`config.mk`:
```
export PLATFORM = sky130hd
export DESIGN_NAME = md5_stream_hash
export DESIGN_NICKNAME = d
export VERILOG_FILES = /design/src/design/md5sh_pkg.sv /design/src/design/md5_stream_hash.sv
export SDC_FILE = /design/constraint.sdc
export NUM_CORES = 2
export LEC_CHECK = 0
export BUFFER_PORTS_ARGS = -buffer_cell sky130_fd_sc_hd__buf_2
export CAP_MARGIN = 20
export CELL_PAD_IN_SITES_DETAIL_PLACEMENT = 0
export CELL_PAD_IN_SITES_GLOBAL_PLACEMENT = 1
export CORE_ASPECT_RATIO = 0.8
export CORE_UTILIZATION = 51
export DETAILED_ROUTE_END_ITERATION = 8
export PLACE_DENSITY_LB_ADDON = 0.05
export SLEW_MARGIN = 25
export SYNTH_ARGS = -nofsm -noshare
export SYNTH_HDL_FRONTEND = slang
export SYNTH_SLANG_ARGS = --single-unit
export TNS_END_PERCENT = 30
```
`constraint.sdc`:
```
create_clock -name aclk -period 10.4 [get_ports aclk]
set_input_delay 1.56 -clock aclk [delete_from_list [all_inputs] [get_ports aclk]]
set_output_delay 1.56 -clock aclk [all_outputs]
set_load 0.02 [all_outputs]
```
`src/design/md5sh_pkg.sv`:
```
// ============================================================================
// MD5 stream hash package
// Types, constants and functions shared by the MD5 stream hash block: beat
// payloads, initial chaining values, round constants and round scheduling.
// ============================================================================
package md5sh_pkg;

    // Input beat: one optional message byte and the end-of-message flag.
    typedef struct packed {
        logic [7:0] data_byte;
        logic       byte_present;
        logic       end_of_message;
    } md5sh_in_t;

    // Result beat: one digest word with its index.
    typedef struct packed {
        logic [31:0] digest_word;
        logic [1:0]  word_index;
        logic        last_word;
    } md5sh_out_t;

    // Initial chaining words A, B, C and D.
    localparam logic [3:0][31:0] MD5_IV = {
        32'h10325476, 32'h98badcfe, 32'hefcdab89, 32'h67452301
    };

    // Padding marker byte and the first byte position of the length field.
    localparam logic [7:0] PAD_MARKER = 8'h80;
    localparam logic [5:0] LEN_START  = 6'd56;

    // Per-round additive constant.
    function automatic logic [31:0] round_const(input logic [5:0] idx);
        logic [31:0] k;
        unique case (idx)
            6'd0:  k = 32'hd76aa478;  6'd1:  k = 32'he8c7b756;
            6'd2:  k = 32'h242070db;  6'd3:  k = 32'hc1bdceee;
            6'd4:  k = 32'hf57c0faf;  6'd5:  k = 32'h4787c62a;
            6'd6:  k = 32'ha8304613;  6'd7:  k = 32'hfd469501;
            6'd8:  k = 32'h698098d8;  6'd9:  k = 32'h8b44f7af;
            6'd10: k = 32'hffff5bb1;  6'd11: k = 32'h895cd7be;
            6'd12: k = 32'h6b901122;  6'd13: k = 32'hfd987193;
            6'd14: k = 32'ha679438e;  6'd15: k = 32'h49b40821;
            6'd16: k = 32'hf61e2562;  6'd17: k = 32'hc040b340;
            6'd18: k = 32'h265e5a51;  6'd19: k = 32'he9b6c7aa;
            6'd20: k = 32'hd62f105d;  6'd21: k = 32'h02441453;
            6'd22: k = 32'hd8a1e681;  6'd23: k = 32'he7d3fbc8;
            6'd24: k = 32'h21e1cde6;  6'd25: k = 32'hc33707d6;
            6'd26: k = 32'hf4d50d87;  6'd27: k = 32'h455a14ed;
            6'd28: k = 32'ha9e3e905;  6'd29: k = 32'hfcefa3f8;
            6'd30: k = 32'h676f02d9;  6'd31: k = 32'h8d2a4c8a;
            6'd32: k = 32'hfffa3942;  6'd33: k = 32'h8771f681;
            6'd34: k = 32'h6d9d6122;  6'd35: k = 32'hfde5380c;
            6'd36: k = 32'ha4beea44;  6'd37: k = 32'h4bdecfa9;
            6'd38: k = 32'hf6bb4b60;  6'd39: k = 32'hbebfbc70;
            6'd40: k = 32'h289b7ec6;  6'd41: k = 32'heaa127fa;
            6'd42: k = 32'hd4ef3085;  6'd43: k = 32'h04881d05;
            6'd44: k = 32'hd9d4d039;  6'd45: k = 32'he6db99e5;
            6'd46: k = 32'h1fa27cf8;  6'd47: k = 32'hc4ac5665;
            6'd48: k = 32'hf4292244;  6'd49: k = 32'h432aff97;
            6'd50: k = 32'hab9423a7;  6'd51: k = 32'hfc93a039;
            6'd52: k = 32'h655b59c3;  6'd53: k = 32'h8f0ccc92;
            6'd54: k = 32'hffeff47d;  6'd55: k = 32'h85845dd1;
            6'd56: k = 32'h6fa87e4f;  6'd57: k = 32'hfe2ce6e0;
            6'd58: k = 32'ha3014314;  6'd59: k = 32'h4e0811a1;
            6'd60: k = 32'hf7537e82;  6'd61: k = 32'hbd3af235;
            6'd62: k = 32'h2ad7d2bb;  6'd63: k = 32'heb86d391;
            default: k = 32'h0;
        endcase
        return k;
    endfunction

    // Left rotation amount for a round.
    function automatic logic [4:0] rot_amount(input logic [5:0] idx);
        logic [4:0] s;
        unique case ({idx[5:4], idx[1:0]})
            4'h0: s = 5'd7;   4'h1: s = 5'd12;  4'h2: s = 5'd17;  4'h3: s = 5'd22;
            4'h4: s = 5'd5;   4'h5: s = 5'd9;   4'h6: s = 5'd14;  4'h7: s = 5'd20;
            4'h8: s = 5'd4;   4'h9: s = 5'd11;  4'ha: s = 5'd16;  4'hb: s = 5'd23;
            4'hc: s = 5'd6;   4'hd: s = 5'd10;  4'he: s = 5'd15;  4'hf: s = 5'd21;
            default: s = 5'd0;
        endcase
        return s;
    endfunction

    // Message word used by a round; the multipliers wrap modulo sixteen.
    function automatic logic [3:0] msg_index(input logic [5:0] idx);
        logic [3:0] j;
        logic [3:0] m;
        j = idx[3:0];
        unique case (idx[5:4])
            2'd0: m = j;
            2'd1: m = (j << 2) + j + 4'd1;
            2'd2: m = (j << 1) + j + 4'd5;
            2'd3: m = (j << 3) - j;
            default: m = j;
        endcase
        return m;
    endfunction

    // Rotate a word left by a non-zero amount.
    function automatic logic [31:0] rotl32(input logic [31:0] x, input logic [4:0] s);
        logic [63:0] dbl;
        dbl = {x, x} << s;
        return dbl[63:32];
    endfunction

endpackage

```
`src/design/md5_stream_hash.sv`:
```
// ============================================================================
// MD5 stream hash
// Hashes a byte stream with MD5 and returns the four digest words per message.
// ============================================================================
//
// Input channel s_*: one beat carries an optional message byte and an
// end-of-message flag. A beat with neither is taken and has no effect.
// Result channel m_*: four beats per message, words A, B, C and D in order,
// each word holding digest bytes in little-endian order; last_word marks D.
// While bytes are being gathered one beat is taken every cycle. Each full
// 64-byte block then stalls the input while it is compressed: ST_CPRE primes
// the block store read, ST_CRND runs one round per cycle for 64 rounds, and
// ST_CFIN folds the result into the chaining words. A block store of sixteen
// words with a registered read supplies the message word for each round.
// Finishing a message takes a setup state, a write of each padded word up to
// the end of the block, and one compression (two when fewer than
// nine byte slots remain), after which the four digest words are presented.
// The input stays stalled until the receiver has taken all four words; a
// stalled receiver simply holds the current word. Reset (aresetn low,
// synchronous) loads the initial chaining words and clears the byte and bit
// counts; the block store needs no clearing since padding overwrites every
// word that a message did not write.
//
module md5_stream_hash
    import md5sh_pkg::*;
(
    input  logic       aclk,
    input  logic       aresetn,
    input  logic       s_valid,
    output logic       s_ready,
    input  md5sh_in_t  s_data,
    output logic       m_valid,
    input  logic       m_ready,
    output md5sh_out_t m_data
);

    typedef enum logic [6:0] {
        ST_IDLE = 7'b0000001,
        ST_FIN  = 7'b0000010,
        ST_PAD  = 7'b0000100,
        ST_CPRE = 7'b0001000,
        ST_CRND = 7'b0010000,
        ST_CFIN = 7'b0100000,
        ST_OUT  = 7'b1000000
    } state_t;

    state_t           state_reg, state_next;
    logic [3:0][31:0] chain_reg, chain_next;
    logic [31:0]      a_reg, a_next, b_reg, b_next, c_reg, c_next, d_reg, d_next;
    logic [5:0]       round_reg, round_next;
    logic [5:0]       fill_reg, fill_next;
    logic [63:0]      bitlen_reg, bitlen_next;
    logic [31:0]      word_reg, word_next;
    logic [3:0]       pad_ptr_reg, pad_ptr_next;
    logic             pad_first_reg, pad_first_next;
    logic             len_pass_reg, len_pass_next;
    logic             pad_active_reg, pad_active_next;
    logic             finish_pending_reg, finish_pending_next;
    logic [1:0]       out_idx_reg, out_idx_next;

    // Block store and its port signals.
    logic [31:0]      blk_mem [16];
    logic [31:0]      mem_rdata_reg;
    logic             mem_we;
    logic [3:0]       mem_waddr;
    logic [31:0]      mem_wdata;
    logic [3:0]       rd_addr;

    logic             s_beat, m_beat;
    logic [31:0]      f_val, sum_val, b_new, pad_word;

    assign s_ready = (state_reg == ST_IDLE);
    assign m_valid = (state_reg == ST_OUT);
    assign s_beat  = s_valid & s_ready;
    assign m_beat  = m_valid & m_ready;

    // Result beat payload comes straight from the held chaining words.
    always_comb begin
        m_data.digest_word = chain_reg[out_idx_reg];
        m_data.word_index  = out_idx_reg;
        m_data.last_word   = (out_idx_reg == 2'd3);
    end

    // Round function for the current round.
    always_comb begin
        unique case (round_reg[5:4])
            2'd0: f_val = (b_reg & c_reg) | (~b_reg & d_reg);
            2'd1: f_val = (b_reg & d_reg) | (c_reg & ~d_reg);
            2'd2: f_val = b_reg ^ c_reg ^ d_reg;
            2'd3: f_val = c_reg ^ (b_reg | ~d_reg);
            default: f_val = 32'h0;
        endcase
        sum_val = a_reg + f_val + round_const(round_reg) + mem_rdata_reg;
        b_new   = b_reg + rotl32(sum_val, rot_amount(round_reg));
    end

    // First padding word: gathered bytes, then the marker, then zeros.
    always_comb begin
        for (int j = 0; j < 4; j++) begin
            if (2'(j) < fill_reg[1:0]) begin
                pad_word[j*8 +: 8] = word_reg[j*8 +: 8];
            end else if (2'(j) == fill_reg[1:0]) begin
                pad_word[j*8 +: 8] = PAD_MARKER;
            end else begin
                pad_word[j*8 +: 8] = 8'h00;
            end
        end
    end

    // Sequencer: gather bytes, pad, compress and present the digest.
    always_comb begin
        state_next          = state_reg;
        chain_next          = chain_reg;
        a_next              = a_reg;
        b_next              = b_reg;
        c_next              = c_reg;
        d_next              = d_reg;
        round_next          = round_reg;
        fill_next           = fill_reg;
        bitlen_next         = bitlen_reg;
        word_next           = word_reg;
        pad_ptr_next        = pad_ptr_reg;
        pad_first_next      = pad_first_reg;
        len_pass_next       = len_pass_reg;
        pad_active_next     = pad_active_reg;
        finish_pending_next = finish_pending_reg;
        out_idx_next        = out_idx_reg;
        mem_we              = 1'b0;
        mem_waddr           = fill_reg[5:2];
        mem_wdata           = {s_data.data_byte, word_reg[23:0]};
        rd_addr             = 4'd0;

        unique case (state_reg)
            ST_IDLE: begin
                if (s_beat) begin
                    if (s_data.byte_present) begin
                        word_next[fill_reg[1:0]*8 +: 8] = s_data.data_byte;
                        mem_we      = (fill_reg[1:0] == 2'd3);
                        fill_next   = fill_reg + 6'd1;
                        bitlen_next = bitlen_reg + 64'd8;
                        if (fill_reg == 6'd63) begin
                            finish_pending_next = s_data.end_of_message;
                            state_next          = ST_CPRE;
                        end else if (s_data.end_of_message) begin
                            state_next = ST_FIN;
                        end
                    end else if (s_data.end_of_message) begin
                        state_next = ST_FIN;
                    end
                end
            end
            ST_FIN: begin
                pad_ptr_next        = fill_reg[5:2];
                pad_first_next      = 1'b1;
                len_pass_next       = (fill_reg < LEN_START);
                pad_active_next     = 1'b1;
                finish_pending_next = 1'b0;
                state_next          = ST_PAD;
            end
            ST_PAD: begin
                mem_we    = 1'b1;
                mem_waddr = pad_ptr_reg;
                if (pad_first_reg) begin
                    mem_wdata = pad_word;
                end else if (len_pass_reg && pad_ptr_reg == 4'd14) begin
                    mem_wdata = bitlen_reg[31:0];
                end else if (len_pass_reg && pad_ptr_reg == 4'd15) begin
                    mem_wdata = bitlen_reg[63:32];
                end else begin
                    mem_wdata = 32'h0;
                end
                pad_first_next = 1'b0;
                pad_ptr_next   = pad_ptr_reg + 4'd1;
                if (pad_ptr_reg == 4'd15) begin
                    state_next = ST_CPRE;
                end
            end
            ST_CPRE: begin
                a_next     = chain_reg[0];
                b_next     = chain_reg[1];
                c_next     = chain_reg[2];
                d_next     = chain_reg[3];
                round_next = 6'd0;
                rd_addr    = msg_index(6'd0);
                state_next = ST_CRND;
            end
            ST_CRND: begin
                a_next     = d_reg;
                b_next     = b_new;
                c_next     = b_reg;
                d_next     = c_reg;
                round_next = round_reg + 6'd1;
                rd_addr    = msg_index(round_reg + 6'd1);
                if (round_reg == 6'd63) begin
                    state_next = ST_CFIN;
                end
            end
            ST_CFIN: begin
                chain_next[0] = chain_reg[0] + a_reg;
                chain_next[1] = chain_reg[1] + b_reg;
                chain_next[2] = chain_reg[2] + c_reg;
                chain_next[3] = chain_reg[3] + d_reg;
                if (pad_active_reg && len_pass_reg) begin
                    out_idx_next = 2'd0;
                    state_next   = ST_OUT;
                end else if (pad_active_reg) begin
                    // Length did not fit: a second block of zeros and length.
                    pad_ptr_next   = 4'd0;
                    pad_first_next = 1'b0;
                    len_pass_next  = 1'b1;
                    state_next     = ST_PAD;
                end else if (finish_pending_reg) begin
                    state_next = ST_FIN;
                end else begin
                    state_next = ST_IDLE;
                end
            end
            ST_OUT: begin
                if (m_beat) begin
                    out_idx_next = out_idx_reg + 2'd1;
                    if (out_idx_reg == 2'd3) begin
                        chain_next      = MD5_IV;
                        fill_next       = 6'd0;
                        bitlen_next     = 64'd0;
                        pad_active_next = 1'b0;
                        state_next      = ST_IDLE;
                    end
                end
            end
            default: begin
                state_next = ST_IDLE;
            end
        endcase
    end

    // Block store: one write port, one registered read port.
    always_ff @(posedge aclk) begin
        if (mem_we) begin
            blk_mem[mem_waddr] <= mem_wdata;
        end
        mem_rdata_reg <= blk_mem[rd_addr];
    end

    // Working registers of the round datapath and the byte assembly word.
    always_ff @(posedge aclk) begin
        a_reg    <= a_next;
        b_reg    <= b_next;
        c_reg    <= c_next;
        d_reg    <= d_next;
        word_reg <= word_next;
    end

    // Control and chaining state.
    always_ff @(posedge aclk) begin
        if (!aresetn) begin
            state_reg          <= ST_IDLE;
            chain_reg          <= MD5_IV;
            round_reg          <= 6'd0;
            fill_reg           <= 6'd0;
            bitlen_reg         <= 64'd0;
            pad_ptr_reg        <= 4'd0;
            pad_first_reg      <= 1'b0;
            len_pass_reg       <= 1'b0;
            pad_active_reg     <= 1'b0;
            finish_pending_reg <= 1'b0;
            out_idx_reg        <= 2'd0;
        end else begin
            state_reg          <= state_next;
            chain_reg          <= chain_next;
            round_reg          <= round_next;
            fill_reg           <= fill_next;
            bitlen_reg         <= bitlen_next;
            pad_ptr_reg        <= pad_ptr_next;
            pad_first_reg      <= pad_first_next;
            len_pass_reg       <= len_pass_next;
            pad_active_reg     <= pad_active_next;
            finish_pending_reg <= finish_pending_next;
            out_idx_reg        <= out_idx_next;
        end
    end

`ifndef ASSERT_OFF
    // Input is never taken while a digest is being presented.
    assert property (@(posedge aclk) disable iff (!aresetn)
        !(s_ready && m_valid))
        else $error("input ready while digest is presented");

    // Digest words leave in order A, B, C, D without gaps.
    assert property (@(posedge aclk) disable iff (!aresetn)
        (m_valid && m_ready && !m_data.last_word) |=>
        (m_valid && m_data.word_index == 2'($past(m_data.word_index) + 2'd1)))
        else $error("digest word order broken");

    // After the final word the hash restarts from the initial values.
    assert property (@(posedge aclk) disable iff (!aresetn)
        (m_valid && m_ready && m_data.last_word) |=>
        (chain_reg == MD5_IV && fill_reg == 6'd0 && bitlen_reg == 64'd0 && s_ready))
        else $error("hash state not restarted after digest");

    // The last round is always followed by the chaining update.
    assert property (@(posedge aclk) disable iff (!aresetn)
        (state_reg == ST_CRND && round_reg == 6'd63) |=> (state_reg == ST_CFIN))
        else $error("compression did not finish after round 63");
`endif

endmodule
```
* Yosys cells after proc, flatten, opt, wreduce, memory -nomap -nowiden
Memories as Yosys holds them, arrays and structs flattened. A register that Yosys moved wholly into a read port is not among the register bits.
Cells that the tools add are included.
** Word-level totals
- Memories kept :: 3
- ROM bits :: 2128
- Bits of input ports :: 14
- Bits in registers :: 381
- RAM bits :: 512
** Cells by class
- Shifts and indexed selects :: 3
- Multiplexer cells :: 77
- Add/subtract/negate cells :: 19
- Reduce and logical (&&, ||, !) cells :: 22
- Order comparisons :: 6
- Eq/ne operators :: 32
- Bitwise gates (word level) :: 14
** Memory list
- (no name shown) :: depth 64, bits a word 32, rd ports 1, clocked after memory_dff 1, write ports 0, RTL line md5sh_pkg.sv:34 : unique case (idx)
- blk_mem :: depth 16, bits a word 32, rd ports 1, clocked after memory_dff 1, write ports 1, RTL line md5_stream_hash.sv:62 : logic [31:0] blk_mem [16];
- (no name shown) :: depth 16, bits a word 5, rd ports 1, clocked after memory_dff 1, write ports 0, RTL line md5sh_pkg.sv:75 : unique case ({idx[5:4], idx[1:0]})
** Operators with widths (number)
- 32-bit adder :: 8
- 128-bit two-way mux :: 2
- 64-bit two-way mux :: 4
- 128-bit case mux with 2 select lines :: 1
- 32-bit case mux with 2 select lines :: 4
- 32-bit two-way mux :: 5
- 32-bit AND :: 4
- 32-bit case mux with 4 select lines :: 1
- 64-bit case mux with 2 select lines :: 1
- 32-bit bitwise OR :: 3
- 32-bit XOR :: 3
- 64-bit by 4-bit adder with 64-bit output, second input constant :: 1
- 32-bit binary-select mux with 2-bit select :: 1
- 8-bit two-way mux :: 8
- 32-bit NOT :: 2
- 64-bit by 5-bit left shift with 64-bit output :: 1
- 7-bit two-way mux :: 9
- 7-bit case mux with 7 select lines :: 1
- 6-bit two-way mux :: 6
- 5-bit negator with 34-bit output :: 1
- 8-bit by 34-bit variable shift with 32-bit output, first input constant :: 1
- 8-bit by 34-bit variable part select with 32-bit output :: 1
- 32-bit bitwise mux :: 1
- 4-bit two-way mux :: 6
- 42 further kinds :: 98

* Depth between registers and ports, before layout
- Depth after elaboration :: 10
- Gate-level depth with buffers :: 40
- Depth with buffers taken out :: 37

* Least setup slack after synthesis
OpenSTA, ideal clock, no wires.
- Path type :: flip-flop to flip-flop
- Start point :: register round_reg[4]
- End point :: register b_reg[31] (data pin)
- Path slack :: 2.058 ns
- Stages on the path, launching flop included :: 36
- Data required time :: 10.137 ns
- Library setup time :: 0.263 ns
- Arrival :: 8.079 ns
- Path buffers :: 4
- Cells stage by stage :: dfxtp_1 -> buf_2 -> clkbuf_1 -> clkbuf_1 -> clkbuf_1 -> a21oi_1 -> a31oi_1 -> o221ai_1 -> fa_1 -> fa_1 -> inv_1 -> ha_1 -> fa_1 -> a211oi_2 -> o211ai_2 -> nand4_1 -> nand4b_1 -> a2111oi_2 -> a311oi_1 -> mux2_2 -> mux4_2 -> mux2_2 -> o31a_1 -> ha_1 -> a211oi_1 -> nand4_1 -> a31o_1 -> a31oi_2 -> o31ai_1 -> a2111oi_2 -> nor3_1 -> a211o_1 -> a211oi_1 -> xnor2_1 -> xnor2_1 -> o21ai_1
** Between the ends
- Longest elaborated chain between the ends :: 8
** Ends and longest elaborated chain
- start, declared :: RTL line md5_stream_hash.sv:50 : logic [5:0] round_reg, round_next;
- start signal, assigned :: RTL line md5_stream_hash.sv:270 : round_reg <= round_next;
- 2-bit equality test, or another cell as far along :: RTL line md5_stream_hash.sv:86 : unique case (round_reg[5:4])
- 32-bit case mux with 4 select lines * :: RTL line md5_stream_hash.sv:86
- 32-bit adder * (3 in a row) :: RTL line md5_stream_hash.sv:93 : sum_val = a_reg + f_val + round_const(round_reg) + mem_rdata_reg;
- 64-bit by 5-bit left shift with 64-bit output * :: RTL line md5sh_pkg.sv:103 : dbl = {x, x} << s;
- 32-bit adder * :: RTL line md5_stream_hash.sv:94 : b_new = b_reg + rotl32(sum_val, rot_amount(round_reg));
- 32-bit case mux with 2 select lines * :: RTL line md5_stream_hash.sv:133 : unique case (state_reg)
- via b_next[31] :: RTL line md5_stream_hash.sv:49 : logic [31:0] a_reg, a_next, b_reg, b_next, c_reg, c_next, d_reg, d_next;
- end signal, assigned :: RTL line md5_stream_hash.sv:247 : b_reg <= b_next;
- end, declared :: RTL line md5_stream_hash.sv:49
Mark *: on every way through the listed nets, which the timed path passes. The rest lies on a longest branch.
A chain may end at the register's enable or synchronous reset.

* Final worst setup path
- Start point :: register round_reg[5]
- End point :: register b_reg[30] (data pin)
Same word-level chain as after synthesis.

==> impl_table.tex <==
\begin{tabular}{lr}
\hline
Metric & Value \\
\hline
\multicolumn{2}{l}{\textbf{Status}} \\
\quad Status & finished, final reports clean \\
\multicolumn{2}{l}{\textbf{Pwr}} \\
\quad Largest voltage drop on the vdd net & 0.000131 V \\
\quad Proportion of total power due to net switching & $\sim$22\% \\
\quad Sw power & 1720 uW \\
\quad PwrDens & roughly 130 nW/um\^{}2 \\
\quad Leakage component of the power & 0.0225 uW \\
\quad Proportion of power drawn by flip-flops and latches & 51.8\% \\
\quad Combinational share of power & 3.1\% \\
\quad Part of the total power dissipated in the clock network & 45.1\% \\
\quad Internal power consumption & 6120 uW \\
\multicolumn{2}{l}{\textbf{Placement}} \\
\quad Routability Congestion & 0.946 \\
\quad IO buf count & 50 \\
\quad Post-DP HPWL & 120 mm \\
\multicolumn{2}{l}{\textbf{Die}} \\
\quad Row cnt & 107 \\
\quad Io pins & 51 \\
\quad Vertical die dimension & a little under 300 um \\
\quad Area of the die & about 110000 sq um \\
\quad Core footprint & 107000 sq um \\
\quad Initial core utilization & 51.8\% \\
\quad Die Wd & 371 um \\
\multicolumn{2}{l}{\textbf{Global routing}} \\
\quad Wire length of the first global-routing pass & 266 mm \\
\quad Number of global-route vias before repair & 41.3k \\
\quad Initial antenna violation count & 5 \\
\quad Pin count of the biggest net entering global routing & 198 \\
\quad Tot GR Track Use & 32.1\% \\
\quad Overflow left after global routing & 0 \\
\multicolumn{2}{l}{\textbf{Finish}} \\
\quad Area grow syn2layout & 9.14\% \\
\quad Final Core Density & 56.6\% \\
\quad Most frequent cells in the layout & 1025 x sky130\_fd\_sc\_hd\_\_nand2\_1, 664 x sky130\_fd\_sc\_hd\_\_edfxtp\_1, 522 x sky130\_fd\_sc\_hd\_\_a21oi\_1, 375 x sky130\_fd\_sc\_hd\_\_nor2\_1, 305 x sky130\_fd\_sc\_hd\_\_o21ai\_0 \\
\quad Commonest non-fill, non-tap cell in the layout & sky130\_fd\_sc\_hd\_\_nand2\_1 \\
\quad Flip-flop count of the largest register after layout & 512 \\
\quad Footprint of the multi-input gates & 28000 sq um \\
\quad Fraction of layout cells with a size suffix above 1 & 8.08\% \\
\quad Number of inserted filler cells in the final layout & 9441 \\
\quad Final net count & 6078 \\
\quad Register Area & 25700 sq um \\
\multicolumn{2}{l}{\textbf{Setup path}} \\
\quad Largest driver fanout on the critical path & 38 \\
\quad Required time of the critical path & roughly 11 ns \\
\quad Worst setup EP type & register \\
\quad Critical path class & reg2reg \\
\quad Critical Path Start Type & register \\
\quad Critical-path top delay cell & sky130\_fd\_sc\_hd\_\_dfxtp\_4 \\
\quad Crit path largest cell delay & 0.60 ns \\
\quad Data arrival time of the critical path & 9.94 ns \\
\quad Cell with the most instances on the worst path & sky130\_fd\_sc\_hd\_\_a21oi\_1 \\
\multicolumn{2}{l}{\textbf{Logic synthesis}} \\
\quad Top flip-flop cell by instance count after synthesis & sky130\_fd\_sc\_hd\_\_edfxtp\_1 \\
\quad Synth Cell Area & 55600 sq um \\
\quad Part of the Yosys area used for sequential elements & 46.2\% \\
\quad Async S/R FF share, synth & 0\% \\
\quad Unique cell type count in the Yosys netlist & 99 \\
\quad Number of register bits inferred by synthesis & 951 \\
\quad Post-synthesis area per instance & 9.49 sq um \\
\quad Number of flops mapped to enable cells by yosys & 664 \\
\quad Syn\_nets & 6164 \\
\quad Total number of yosys warnings & 0 \\
\quad Cell count after synthesis & 5859 \\
\multicolumn{2}{l}{\textbf{STA}} \\
\quad Final critical delay including setup and external delays & between 9 and 10 ns \\
\quad Setup TNS after final layout & 0 ns \\
\quad Hold WS & 0.492 ns \\
\quad Setup skew after layout & around 0.046 ns \\
\quad Max-slew violations & 0 \\
\quad RSZ-0062 raised after global routing & no \\
\quad Fin. Hold Viols & 0 \\
\quad Period utilisation layout & 91.5\% \\
\quad Maximum clock rate & about 110 MHz \\
\quad Worst slew pin tran & 1.16 ns \\
\quad Count of final setup violators & 0 \\
\quad Normalized max-slew margin & 22.7\% \\
\multicolumn{2}{l}{\textbf{Detailed routing}} \\
\quad Total vias in the final route & roughly 46k \\
\quad Wire length reported by the detailed router & 180 mm \\
\quad Metal2 WL & 73.2 mm \\
\quad Routed via count divided by cell count & 6.26 \\
\quad DRC violation count after routing & 0 \\
\quad Average wire per standard cell & 24.8 um \\
\quad Uppermost routed layer & met5 \\
\quad DRT iter0 DRCs & 5228 \\
\quad First-pass iteration count of the detailed router & 7 \\
\quad Antenna viol nets, final & 0 \\
\quad Met1 Wirelength & 83.4 mm \\
\quad Length of routed met3 wiring & $\sim$20 mm \\
\multicolumn{2}{l}{\textbf{Flow run}} \\
\quad Max-cap check violation count & 0 \\
\multicolumn{2}{l}{\textbf{Min path}} \\
\quad HP Class & reg2reg \\
\multicolumn{2}{l}{\textbf{Clock tree}} \\
\quad Count of H-tree levels built during CTS & 3 \\
\quad Clock insertion delay at the later pin of the skew report & 0.71 ns \\
\quad Post-CTS Resized & 0 \\
\quad Buffers from clock root to sink, at most & 3 \\
\quad Number of sinks driven by the clock tree & 951 \\
\quad Number of buffers inserted to repair setup after CTS & 0 \\
\quad Inserted Clock Buffers & 96 \\
\quad Library cell used as clock root buffer & sky130\_fd\_sc\_hd\_\_clkbuf\_16 \\
\quad TritonCTS clock tree & built \\
\quad Number of buffers inserted by hold repair at cts & 0 \\
\quad Clock-pin slew on the worst setup and hold paths & 0.07 ns \\
\hline
\end{tabular}
layout make-up:
type	count	area share (%)
multi-input combinational	4328	46.1
sequential	951	42.3
clock buffer	133	4.51
tap	1417	2.92
timing repair buffer	159	1.86
inverter	237	1.48
clock inverter	48	0.779
antenna	1	0.00412
logic make-up (layout without fill, tap and decap cells):
kind of cell	Yosys count	after routing	share of synthesized area, %
and+or+nand+nor	1930	1930	15.1
AOI/OAI and AO/OA	1722	1722	19.7
DFF	951	951	46.2
buffers and inverters	580	577	3.99
adders and majority gates	293	293	7.49
xor gates and xnor gates	232	232	3.65
muxes	151	151	3.80
other	0	1	0
path summary, 6_finish.rpt:
path | startpoint | to | slack, ns | cells past startpoint
max | round_reg[5] | b_reg[30] | 0.88 | 35
min | chain_reg[90] | chain_reg[90] | 0.49 | 2
max reg2reg | round_reg[5] | b_reg[30] | 0.88 | 35
min reg2reg | chain_reg[90] | chain_reg[90] | 0.49 | 2
power groups by stage:
| stage | Combinational [uW] | Sequential [uW] | Clock [uW] |
|---|---|---|---|
| floorplan | 150 | 4140 | 0 |
| detailed placement | 239 | 4140 | 0 |
| global route | 266 | 4060 | 3720 |
| global placement | 238 | 4140 | 0 |
| CTS | 240 | 4060 | 3580 |
| finish | 245 | 4060 | 3540 |
Yosys cell counts (84+ instances only):
cell	instances	area [sq um]
sky130_fd_sc_hd__xor2_1	106	928
sky130_fd_sc_hd__clkbuf_1	281	1050
sky130_fd_sc_hd__a31oi_1	119	744
sky130_fd_sc_hd__nor2_1	393	1480
sky130_fd_sc_hd__and2_1	154	963
sky130_fd_sc_hd__inv_1	226	848
sky130_fd_sc_hd__edfxtp_1	664	19900
sky130_fd_sc_hd__xnor2_1	126	1100
sky130_fd_sc_hd__a211oi_1	198	1490
sky130_fd_sc_hd__dfxtp_1	287	5750
sky130_fd_sc_hd__nand2_1	1028	3860
sky130_fd_sc_hd__ha_1	224	2800
sky130_fd_sc_hd__o21ai_0	314	1570
sky130_fd_sc_hd__a21o_1	84	631
sky130_fd_sc_hd__a21oi_1	523	2620
worst max-delay path: cells and delay by family, from the launching register on:
family / cells / cell delay [ns]
compound gates: 19 / 3.68
fa+ha+maj: 5 / 2.10
simple gates: 4 / 0.91
buf+inv: 3 / 0.85
mux: 3 / 0.85
flops: 1 / 0.60
xor+xnor: 1 / 0.18
layer usage:
layer,global-route usage [%],vias up
li1,-,21200
met1,49.9,21900
met2,44.2,2102
met3,8.38,276
met4,7.29,16
met5,0,-
through the flow:
step                setup slack (ns)  power [uW]  cells  area [sq um]
global route                   0.268        8040   7273         60700
CTS                             1.04        7880   7273         60700
finish                         0.880        7840   7274         60700
detailed placement              1.07        4380   7092         57500
global placement                1.21        4380   7091         57400
floorplan                       2.06        4290   5859         55600
No activity file was read; power rests on OpenSTA's default activity.
